<file path="config.mk">
export PLATFORM = sky130hd
export DESIGN_NAME = trial_division_prime_test_core
export DESIGN_NICKNAME = d
export VERILOG_FILES = /design/src/sv/tdpt_pkg.sv /design/src/sv/tdpt_divider.sv /design/src/sv/trial_division_prime_test_core.sv
export SDC_FILE = /design/constraint.sdc
export NUM_CORES = 1
export LEC_CHECK = 0
export BUFFER_PORTS_ARGS = -buffer_cell sky130_fd_sc_hd__clkbuf_2
export CORE_MARGIN = 5
export CORE_UTILIZATION = 48
export DETAILED_ROUTE_END_ITERATION = 8
export PLACE_DENSITY = 0.6
export SLEW_MARGIN = 20
export SYNTH_ARGS = -nofsm -noshare
export SYNTH_HDL_FRONTEND = slang
export SYNTH_SLANG_ARGS = --single-unit
</file>
<file path="constraint.sdc">
create_clock -name clk -period 5.1 [get_ports clk]
set_input_delay 0.255 -clock clk [delete_from_list [all_inputs] [get_ports clk]]
set_output_delay 0.255 -clock clk [all_outputs]
set_load 0.03 [all_outputs]
</file>
<file path="src/sv/tdpt_pkg.sv">
`timescale 1ns / 1ps
`default_nettype none

package tdpt_pkg;

	// 6k +/- 1 wheel
	localparam int FIRST_DIVISOR = 5;
	localparam int WHEEL_STEP    = 6;
	localparam int PAIR_OFFSET   = 2;
	localparam int SMALL_PRIME   = 3;

	// divider handshake back to the sequencer
	typedef struct packed {
		logic busy;
		logic done;
	} div_status_t;

endpackage

`default_nettype wire

</file>
<file path="src/sv/tdpt_divider.sv">
`timescale 1ns / 1ps
`default_nettype none

module tdpt_divider
	import tdpt_pkg::*;
#(
	parameter int NUM_WIDTH = 32
) (
	input  wire logic                 clk,
	input  wire logic                 arst_n,
	input  wire logic                 start,
	input  wire logic [NUM_WIDTH-1:0] dividend,
	input  wire logic [NUM_WIDTH-1:0] divisor,
	output div_status_t               status,
	output logic      [NUM_WIDTH-1:0] quotient,
	output logic      [NUM_WIDTH-1:0] remainder
);

	localparam int CNT_W = $clog2(NUM_WIDTH);

	logic                 busy_q;
	logic                 done_q;
	logic [CNT_W-1:0]     cnt_q;
	logic [NUM_WIDTH:0]   rem_q;
	logic [NUM_WIDTH-1:0] quo_q;
	logic [NUM_WIDTH-1:0] div_q;

	logic [NUM_WIDTH:0]   shifted;
	logic [NUM_WIDTH:0]   diff;

	// one restoring step per cycle
	assign shifted = {rem_q[NUM_WIDTH-1:0], quo_q[NUM_WIDTH-1]};
	assign diff    = shifted - {1'b0, div_q};

	always_ff @(posedge clk or negedge arst_n) begin
		if (!arst_n) begin
			busy_q <= 1'b0;
			done_q <= 1'b0;
			cnt_q  <= '0;
		end else begin
			done_q <= 1'b0;
			if (start) begin
				busy_q <= 1'b1;
				cnt_q  <= CNT_W'(NUM_WIDTH - 1);
			end else if (busy_q) begin
				if (cnt_q == '0) begin
					busy_q <= 1'b0;
					done_q <= 1'b1;
				end
				cnt_q <= cnt_q - 1'b1;
			end
		end
	end

	always_ff @(posedge clk) begin
		if (start) begin
			rem_q <= '0;
			quo_q <= dividend;
			div_q <= divisor;
		end else if (busy_q) begin
			if (diff[NUM_WIDTH]) begin
				rem_q <= shifted;
				quo_q <= {quo_q[NUM_WIDTH-2:0], 1'b0};
			end else begin
				rem_q <= diff;
				quo_q <= {quo_q[NUM_WIDTH-2:0], 1'b1};
			end
		end
	end

	assign status.busy = busy_q;
	assign status.done = done_q;
	assign quotient    = quo_q;
	assign remainder   = rem_q[NUM_WIDTH-1:0];

endmodule

`default_nettype wire

</file>
<file path="src/sv/trial_division_prime_test_core.sv">
`timescale 1ns / 1ps
`default_nettype none

// channel   dir  tdata fields (lsb first)     tuser  tlast
// s_axis    in   candidate[NUM_WIDTH-1:0]     -      -
// m_axis    out  is_prime[0]                  -      -
//
// small, even and negative candidates are settled in S_CHECK and answer without the divider.
// n mod 3 is a base-4 digit sum, two bits per cycle, so multiples of 3 also answer
// without the divider. each wheel divisor then runs through one shared restoring
// divider, one remainder at a time; a prime tries both 6k-1 and 6k+1 of each wheel
// step until d*d > n, and the test stops at the first divisor with no remainder.
// s_axis_tready is high only while no candidate is in work.
// arst_n clears the sequencer and the output valid; a stalled result holds its beat.

module trial_division_prime_test_core
	import tdpt_pkg::*;
#(
	parameter int NUM_WIDTH = 32
) (
	input  wire logic                                clk,
	input  wire logic                                arst_n,
	input  wire logic                                s_axis_tvalid,
	output logic                                     s_axis_tready,
	input  wire logic [((NUM_WIDTH+7)/8)*8-1:0]      s_axis_tdata,  // candidate
	output logic                                     m_axis_tvalid,
	input  wire logic                                m_axis_tready,
	output logic [7:0]                               m_axis_tdata   // is_prime
);

	typedef enum logic [2:0] {
		S_IDLE,
		S_CHECK,
		S_MOD3,
		S_DIV_LO,
		S_DIV_HI,
		S_PUSH
	} state_t;

	state_t               state_q;
	logic [NUM_WIDTH-1:0] n_q;
	logic [NUM_WIDTH-1:0] d_q;
	logic [NUM_WIDTH-1:0] dv_q;
	logic [NUM_WIDTH-1:0] sh_q;
	logic [1:0]           r3_q;
	logic                 start_q;
	logic                 pend_q;
	logic                 out_valid_q;
	logic                 out_bit_q;

	div_status_t          div_st;
	logic [NUM_WIDTH-1:0] quo;
	logic [NUM_WIDTH-1:0] rem;
	logic [NUM_WIDTH-1:0] d_next;
	logic [2:0]           r3_sum;
	logic [1:0]           r3_next;

	assign d_next = d_q + NUM_WIDTH'(WHEEL_STEP);

	// running residue plus the next base-4 digit, folded back below 3
	assign r3_sum  = {1'b0, r3_q} + {1'b0, sh_q[1:0]};
	assign r3_next = (r3_sum >= 3'(SMALL_PRIME)) ? 2'(r3_sum - 3'(SMALL_PRIME)) : r3_sum[1:0];

	tdpt_divider #(
		.NUM_WIDTH(NUM_WIDTH)
	) u_div (
		.clk      (clk),
		.arst_n   (arst_n),
		.start    (start_q),
		.dividend (n_q),
		.divisor  (dv_q),
		.status   (div_st),
		.quotient (quo),
		.remainder(rem)
	);

	always_ff @(posedge clk or negedge arst_n) begin
		if (!arst_n) begin
			state_q     <= S_IDLE;
			start_q     <= 1'b0;
			pend_q      <= 1'b0;
			out_valid_q <= 1'b0;
			out_bit_q   <= 1'b0;
			n_q         <= '0;
			d_q         <= '0;
			dv_q        <= '0;
			sh_q        <= '0;
			r3_q        <= '0;
		end else begin
			start_q <= 1'b0;
			if (out_valid_q && m_axis_tready)
				out_valid_q <= 1'b0;
			unique case (state_q)
				S_IDLE: begin
					if (s_axis_tvalid) begin
						n_q     <= s_axis_tdata[NUM_WIDTH-1:0];
						state_q <= S_CHECK;
					end
				end
				S_CHECK: begin
					if (n_q[NUM_WIDTH-1] || n_q <= NUM_WIDTH'(1)) begin
						pend_q  <= 1'b0;
						state_q <= S_PUSH;
					end else if (n_q <= NUM_WIDTH'(SMALL_PRIME)) begin
						pend_q  <= 1'b1;
						state_q <= S_PUSH;
					end else if (!n_q[0]) begin
						pend_q  <= 1'b0;
						state_q <= S_PUSH;
					end else begin
						sh_q    <= n_q;
						r3_q    <= '0;
						state_q <= S_MOD3;
					end
				end
				S_MOD3: begin
					// 4 is 1 mod 3, so the base-4 digit sum keeps the residue
					if (sh_q == '0) begin
						if (r3_q == '0) begin
							pend_q  <= 1'b0;
							state_q <= S_PUSH;
						end else begin
							d_q     <= NUM_WIDTH'(FIRST_DIVISOR);
							dv_q    <= NUM_WIDTH'(FIRST_DIVISOR);
							start_q <= 1'b1;
							state_q <= S_DIV_LO;
						end
					end else begin
						sh_q <= sh_q >> 2;
						r3_q <= r3_next;
					end
				end
				S_DIV_LO: begin
					if (div_st.done) begin
						// d > n / d means d*d > n: no divisor left
						if (d_q > quo) begin
							pend_q  <= 1'b1;
							state_q <= S_PUSH;
						end else if (rem == '0) begin
							pend_q  <= 1'b0;
							state_q <= S_PUSH;
						end else begin
							dv_q    <= d_q + NUM_WIDTH'(PAIR_OFFSET);
							start_q <= 1'b1;
							state_q <= S_DIV_HI;
						end
					end
				end
				S_DIV_HI: begin
					if (div_st.done) begin
						if (rem == '0) begin
							pend_q  <= 1'b0;
							state_q <= S_PUSH;
						end else begin
							d_q     <= d_next;
							dv_q    <= d_next;
							start_q <= 1'b1;
							state_q <= S_DIV_LO;
						end
					end
				end
				S_PUSH: begin
					// wait for the output beat slot to free up
					if (!out_valid_q || m_axis_tready) begin
						out_valid_q <= 1'b1;
						out_bit_q   <= pend_q;
						state_q     <= S_IDLE;
					end
				end
				default: state_q <= S_IDLE;
			endcase
		end
	end

	assign s_axis_tready = (state_q == S_IDLE) && !div_st.busy;
	assign m_axis_tvalid = out_valid_q;
	assign m_axis_tdata  = {7'b0, out_bit_q};

endmodule

`default_nettype wire
</file>
==> report_table.html <==
<table>
<tr><th>Metric</th><th>Value</th></tr>
<tr><th colspan="2">Floorplanning</th></tr>
<tr><td>Chip height</td><td>180 um</td></tr>
<tr><td>Initial standard-cell utilization of the core</td><td>48.6%</td></tr>
<tr><td>Row cnt</td><td>62</td></tr>
<tr><td>Core Footprint</td><td>0.0286 mm^2</td></tr>
<tr><td>Count of boundary I/O pins</td><td>46</td></tr>
<tr><td>Die Area</td><td>0.0325 mm^2</td></tr>
<tr><td>Chip Width</td><td>180 um</td></tr>
<tr><th colspan="2">Synth</th></tr>
<tr><td>Library cells used by synthesis</td><td>83</td></tr>
<tr><td>Instance count of the mapped netlist</td><td>1492</td></tr>
<tr><td>Avg Synthesized Cell Area</td><td>9.32 um^2</td></tr>
<tr><td>Async SR Flop Fraction</td><td>60.0%</td></tr>
<tr><td>EDFF count, synth</td><td>64</td></tr>
<tr><td>Yosys reg bits</td><td>240</td></tr>
<tr><td>Warnings from Yosys</td><td>0</td></tr>
<tr><td>Cell area after synthesis</td><td>0.0139 mm^2</td></tr>
<tr><td>Part of the Yosys area used for sequential elements</td><td>44.3%</td></tr>
<tr><td>Most frequently used flop master after synthesis</td><td>sky130_fd_sc_hd__dfrtp_1</td></tr>
<tr><th colspan="2">Global routing</th></tr>
<tr><td>Overall track demand over capacity in global routing</td><td>21.7%</td></tr>
<tr><td>First-pass GRT wire length</td><td>59000 um</td></tr>
<tr><td>Maximum number of pins on one net before global-route repair</td><td>104</td></tr>
<tr><td>Total congestion overflow after global routing</td><td>0</td></tr>
<tr><td>Number of antenna violations at the first check in global routing</td><td>0</td></tr>
<tr><td>Via count of the first global-routing pass</td><td>11060</td></tr>
<tr><th colspan="2">Clock network</th></tr>
<tr><td>Setup fix buffers added after clock tree synthesis</td><td>0</td></tr>
<tr><td>Number of gates given a new drive strength after cts</td><td>0</td></tr>
<tr><td>Clock tree from TritonCTS</td><td>yes</td></tr>
<tr><td>Number of buffers on the longest clock path</td><td>3</td></tr>
<tr><td>Number of H-tree levels</td><td>1</td></tr>
<tr><td>Buffer cell driving the clock tree root</td><td>sky130_fd_sc_hd__clkbuf_16</td></tr>
<tr><td>Clock latency on the worst-skew pair</td><td>0.55 ns</td></tr>
<tr><td>Cts bufs inserted</td><td>27</td></tr>
<tr><td>Cts hold-fix bufs</td><td>33</td></tr>
<tr><td>CTS clk-pin slew, worst paths</td><td>0.07 ns</td></tr>
<tr><td>Num Clock Sinks</td><td>240</td></tr>
<tr><th colspan="2">Critical path</th></tr>
<tr><td>CP endpoint kind</td><td>flip-flop</td></tr>
<tr><td>Max FO, Critical Path</td><td>37</td></tr>
<tr><td>Largest stage delay, worst path</td><td>0.51 ns</td></tr>
<tr><td>Critical path arrival</td><td>3.90 ns</td></tr>
<tr><td>Required time of the worst setup path</td><td>5.55 ns</td></tr>
<tr><td>Slowest-stage cell, CP</td><td>sky130_fd_sc_hd__nor2_8</td></tr>
<tr><td>Element type at the critical path start</td><td>flip-flop</td></tr>
<tr><td>CP most frequent cell</td><td>sky130_fd_sc_hd__a211oi_2</td></tr>
<tr><td>Classification of the worst setup path</td><td>flip-flop to flip-flop</td></tr>
<tr><td>Count of buffer and inverter cells on the critical path</td><td>1</td></tr>
<tr><td>Cell Chain, Critical Path</td><td>inv_1, ha_1, fa_1, nand2b_1, a21oi_2, o211ai_1, o2111ai_1, a211oi_2, o21a_4, nor2_8, mux2_4, a211oi_2</td></tr>
<tr><td>Dominant delay contributor by cell family on the critical path</td><td>compound AO/OA/AOI/OAI gates</td></tr>
<tr><th colspan="2">Power and ir drop</th></tr>
<tr><td>Sequential share of power</td><td>43.7%</td></tr>
<tr><td>Net Sw Frac</td><td>32.9%</td></tr>
<tr><td>Net load switching power</td><td>1940 uW</td></tr>
<tr><td>Comb power frac</td><td>22.0%</td></tr>
<tr><td>Cell internal power dissipation</td><td>3960 uW</td></tr>
<tr><td>Max IR drop VDD</td><td>0.318 mV</td></tr>
<tr><td>Power Dens Cells</td><td>378 mW/mm^2</td></tr>
<tr><td>Clock share of power</td><td>34.3%</td></tr>
<tr><td>Static leakage</td><td>0.00674 uW</td></tr>
<tr><th colspan="2">Placed design</th></tr>
<tr><td>Total half-perimeter wirelength after legalization and detailed placement</td><td>24900 um</td></tr>
<tr><td>Port bufs</td><td>38</td></tr>
<tr><td>Final RePlAce weighted congestion</td><td>0.922</td></tr>
<tr><td>Post-Place Cells</td><td>1845</td></tr>
<tr><th colspan="2">Route</th></tr>
<tr><td>WL/cell</td><td>18.7 um</td></tr>
<tr><td>Final routed DRC violation total</td><td>0</td></tr>
<tr><td>Final antenna-violating net count</td><td>0</td></tr>
<tr><td>Pre-Repair DR Iteration Count</td><td>7</td></tr>
<tr><td>Number of vias per cell</td><td>5.87</td></tr>
<tr><td>Number of violations reported at the end of detailed-routing iteration 0</td><td>879</td></tr>
<tr><td>Vias post-DR</td><td>11326</td></tr>
<tr><td>Routed wire length</td><td>36000 um</td></tr>
<tr><th colspan="2">Timing</th></tr>
<tr><td>Time the worst path needs with I/O delays and setup</td><td>3.45 ns</td></tr>
<tr><td>Hold violation total from the final report</td><td>0</td></tr>
<tr><td>Number of pins with negative max-slew slack in the final report</td><td>0</td></tr>
<tr><td>Unrepaired setup endpoints after global routing</td><td>false</td></tr>
<tr><td>Post-Route Skew</td><td>0.0127 ns</td></tr>
<tr><td>Worst-margin pin slew</td><td>1.07 ns</td></tr>
<tr><td>Rel. slew slack</td><td>28.5%</td></tr>
<tr><td>Number of setup violations in the final report</td><td>0</td></tr>
<tr><td>Total negative slack for setup checks</td><td>0 ns</td></tr>
<tr><td>Final worst path period share</td><td>67.7%</td></tr>
<tr><td>Upper clock frequency limit</td><td>290 MHz</td></tr>
<tr><th colspan="2">Finish</th></tr>
<tr><td>Filler-free cell count of the finished design</td><td>1930</td></tr>
<tr><td>Number of diodes</td><td>0</td></tr>
<tr><td>Share of final-layout standard cells stronger than drive strength 1</td><td>11.6%</td></tr>
<tr><td>Number of nets in the final layout</td><td>1633</td></tr>
<tr><td>Layout filler cell count</td><td>2555</td></tr>
<tr><td>Layout overhead on the synthesized area</td><td>12.4%</td></tr>
<tr><th colspan="2">Run</th></tr>
<tr><td>Max-cap violation count</td><td>0</td></tr>
<tr><th colspan="2">Status</th></tr>
<tr><td>Run status</td><td>finished, final reports clean</td></tr>
<tr><th colspan="2">Hold path</th></tr>
<tr><td>Hold Path Class</td><td>primary input to flip-flop</td></tr>
</table>
[registers in the layout, summed over array words and instances (netlist names)]
signal          flops
d_q                32
dv_q               32
m_axis_tvalid       1
n_q                32
out_bit_q           1
pend_q              1
r3_q                2
sh_q               32
start_q             1
state_q             3
u_div.busy_q        1
u_div.cnt_q         5
u_div.div_q        32
u_div.done_q        1
u_div.quotient     32
u_div.rem_q        32
[metrics by stage]
| stage | setup WS (ns) | instance area [um^2] | hold slack [ns] | power, uW | util (%) |
|---|---|---|---|---|---|
| floorplan | 2.36 | 13900 | -0.0406 | 3440 | - |
| global placement | 1.49 | 14300 | 0.430 | 3860 | 50.0 |
| detailed placement | 1.43 | 14300 | 0.431 | 3890 | 50.0 |
| CTS | 1.41 | 15600 | 0.0641 | 5950 | 54.4 |
| global route | 1.45 | 15600 | 0.0843 | 6220 | 54.6 |
| finish | 1.65 | 15600 | 0.0808 | 5910 | 54.6 |
[cell usage after synthesis (4+ instances only)]
| cell type | instances | area share, % |
|---|---|---|
| sky130_fd_sc_hd__a211oi_1 | 5 | 0.27 |
| sky130_fd_sc_hd__a21boi_0 | 4 | 0.22 |
| sky130_fd_sc_hd__a21o_1 | 30 | 1.6 |
| sky130_fd_sc_hd__a21oi_1 | 87 | 3.1 |
| sky130_fd_sc_hd__a22o_1 | 10 | 0.63 |
| sky130_fd_sc_hd__a311oi_1 | 23 | 1.4 |
| sky130_fd_sc_hd__a31oi_1 | 24 | 1.1 |
| sky130_fd_sc_hd__and2_1 | 6 | 0.27 |
| sky130_fd_sc_hd__and3_1 | 6 | 0.27 |
| sky130_fd_sc_hd__and4_1 | 5 | 0.31 |
| sky130_fd_sc_hd__buf_2 | 16 | 0.58 |
| sky130_fd_sc_hd__buf_4 | 11 | 0.59 |
| sky130_fd_sc_hd__clkbuf_1 | 52 | 1.4 |
| sky130_fd_sc_hd__dfrtp_1 | 144 | 26 |
| sky130_fd_sc_hd__dfxtp_1 | 32 | 4.6 |
| sky130_fd_sc_hd__edfxtp_1 | 64 | 14 |
| sky130_fd_sc_hd__ha_1 | 70 | 6.3 |
| sky130_fd_sc_hd__inv_1 | 92 | 2.5 |
| sky130_fd_sc_hd__mux2_2 | 52 | 4.2 |
| sky130_fd_sc_hd__mux2i_1 | 35 | 2.5 |
| sky130_fd_sc_hd__nand2_1 | 169 | 4.6 |
| sky130_fd_sc_hd__nand2b_1 | 14 | 0.63 |
| sky130_fd_sc_hd__nand3_1 | 24 | 0.86 |
| sky130_fd_sc_hd__nand4_1 | 32 | 1.4 |
| sky130_fd_sc_hd__nor2_1 | 96 | 2.6 |
| sky130_fd_sc_hd__nor2b_1 | 7 | 0.31 |
| sky130_fd_sc_hd__nor3_1 | 20 | 0.72 |
| sky130_fd_sc_hd__nor4_1 | 25 | 1.1 |
| sky130_fd_sc_hd__o211ai_1 | 16 | 0.86 |
| sky130_fd_sc_hd__o21ai_0 | 170 | 6.1 |
| sky130_fd_sc_hd__o21ai_1 | 12 | 0.43 |
| sky130_fd_sc_hd__o21bai_1 | 4 | 0.22 |
| sky130_fd_sc_hd__o221ai_1 | 8 | 0.50 |
| sky130_fd_sc_hd__o22ai_1 | 10 | 0.45 |
| sky130_fd_sc_hd__o31ai_1 | 4 | 0.22 |
| sky130_fd_sc_hd__or2_2 | 4 | 0.18 |
| sky130_fd_sc_hd__or3_1 | 6 | 0.27 |
| sky130_fd_sc_hd__xnor2_1 | 19 | 1.2 |
| sky130_fd_sc_hd__xor2_1 | 11 | 0.69 |
[cell type report]
type | count | area, um^2 | area share [%]
clock buffer | 39 | 821 | 5.25
clock inverter | 11 | 116 | 0.744
inverter | 93 | 349 | 2.23
multi-input combinational | 1078 | 7030 | 44.9
sequential | 240 | 6170 | 39.5
tap | 384 | 480 | 3.07
timing repair buffer | 85 | 672 | 4.30
[final timing paths]
path / slack [ns] / from / endpoint / cells past startpoint
worst max-delay path: 1.65 / u_div.quotient[31] / u_div.rem_q[0] / 12
worst min-delay path: 0.08 / m_axis_tready / m_axis_tvalid / 3
worst max register to register: 1.65 / u_div.quotient[31] / u_div.rem_q[0] / 12
worst min register to register: 0.44 / dv_q[21] / u_div.div_q[21] / 0
max in group asynchronous: 4.02 / arst_n / start_q / 3
min in group asynchronous: 0.16 / arst_n / n_q[7] / 2
[power groups by stage]
stage	logic [uW]	registers, uW	clock network, uW
after floorplan	993	2440	0
after global placement	1240	2620	0
after detailed placement	1270	2620	0
after CTS	1290	2580	2070
after global routing	1450	2620	2150
final	1300	2580	2020
[metal layers]
layer / GRT usage [%] / wire (um) / vias up / part of all wire, %
met5: 0 / 0 / - / 0
met4: 7.14 / 1080 / 0 / 3.0
met3: 2.81 / 1640 / 65 / 4.6
met2: 36.2 / 17100 / 294 / 47
met1: 29.4 / 16200 / 5467 / 45
li1: - / - / 5500 / -
[cells in the final DEF, fill, tap and decap left out, types with 6 or more instances in the layout]
master | netlist | routed
sky130_fd_sc_hd__a22o_1 | 10 | 10
sky130_fd_sc_hd__o211ai_1 | 16 | 16
sky130_fd_sc_hd__nor2_1 | 96 | 93
sky130_fd_sc_hd__o21ai_1 | 12 | 12
sky130_fd_sc_hd__clkbuf_8 | 0 | 10
sky130_fd_sc_hd__or3_1 | 6 | 6
sky130_fd_sc_hd__ha_1 | 70 | 70
sky130_fd_sc_hd__nor4_1 | 25 | 25
sky130_fd_sc_hd__mux2_2 | 52 | 52
sky130_fd_sc_hd__a311oi_1 | 23 | 23
sky130_fd_sc_hd__xor2_1 | 11 | 11
sky130_fd_sc_hd__clkbuf_16 | 0 | 27
sky130_fd_sc_hd__a21o_1 | 30 | 30
sky130_fd_sc_hd__inv_1 | 92 | 92
sky130_fd_sc_hd__clkbuf_2 | 3 | 37
sky130_fd_sc_hd__a31oi_1 | 24 | 24
sky130_fd_sc_hd__nor2b_1 | 7 | 7
sky130_fd_sc_hd__mux2i_1 | 35 | 35
sky130_fd_sc_hd__o221ai_1 | 8 | 8
sky130_fd_sc_hd__buf_4 | 11 | 12
sky130_fd_sc_hd__nor3_1 | 20 | 19
sky130_fd_sc_hd__xnor2_1 | 19 | 19
sky130_fd_sc_hd__conb_1 | 1 | 7
sky130_fd_sc_hd__nand2_1 | 169 | 169
sky130_fd_sc_hd__and3_1 | 6 | 6
sky130_fd_sc_hd__a21oi_1 | 87 | 87
sky130_fd_sc_hd__edfxtp_1 | 64 | 64
sky130_fd_sc_hd__and2_1 | 6 | 6
sky130_fd_sc_hd__dfxtp_1 | 32 | 32
sky130_fd_sc_hd__nand3_1 | 24 | 24
sky130_fd_sc_hd__dlygate4sd3_1 | 0 | 33
sky130_fd_sc_hd__dfrtp_1 | 144 | 142
sky130_fd_sc_hd__nand4_1 | 32 | 32
sky130_fd_sc_hd__o21ai_0 | 170 | 170
sky130_fd_sc_hd__o22ai_1 | 10 | 10
sky130_fd_sc_hd__nand2b_1 | 14 | 14
[cell families (layout without fill, tap and decap cells)]
family | after synthesis | in the layout | synth area share [%]
other | 1 | 7 | 0.0270
xor gates and xnor gates | 30 | 30 | 1.89
AOI/OAI and AO/OA | 446 | 446 | 19.8
DFF | 240 | 240 | 44.3
buffers and inverters | 180 | 228 | 5.49
muxes | 88 | 88 | 6.84
and+or+nand+nor | 434 | 434 | 14.9
adders and majority gates | 73 | 73 | 6.66
[worst min-delay path, delay by kind of cell]
family                 cells  cell delay (ns)
AOI/OAI and AO/OA          1             0.10
buffers and inverters      1             0.08
and+or+nand+nor            1             0.14
Note: power is estimated with default switching activity, not from simulation.
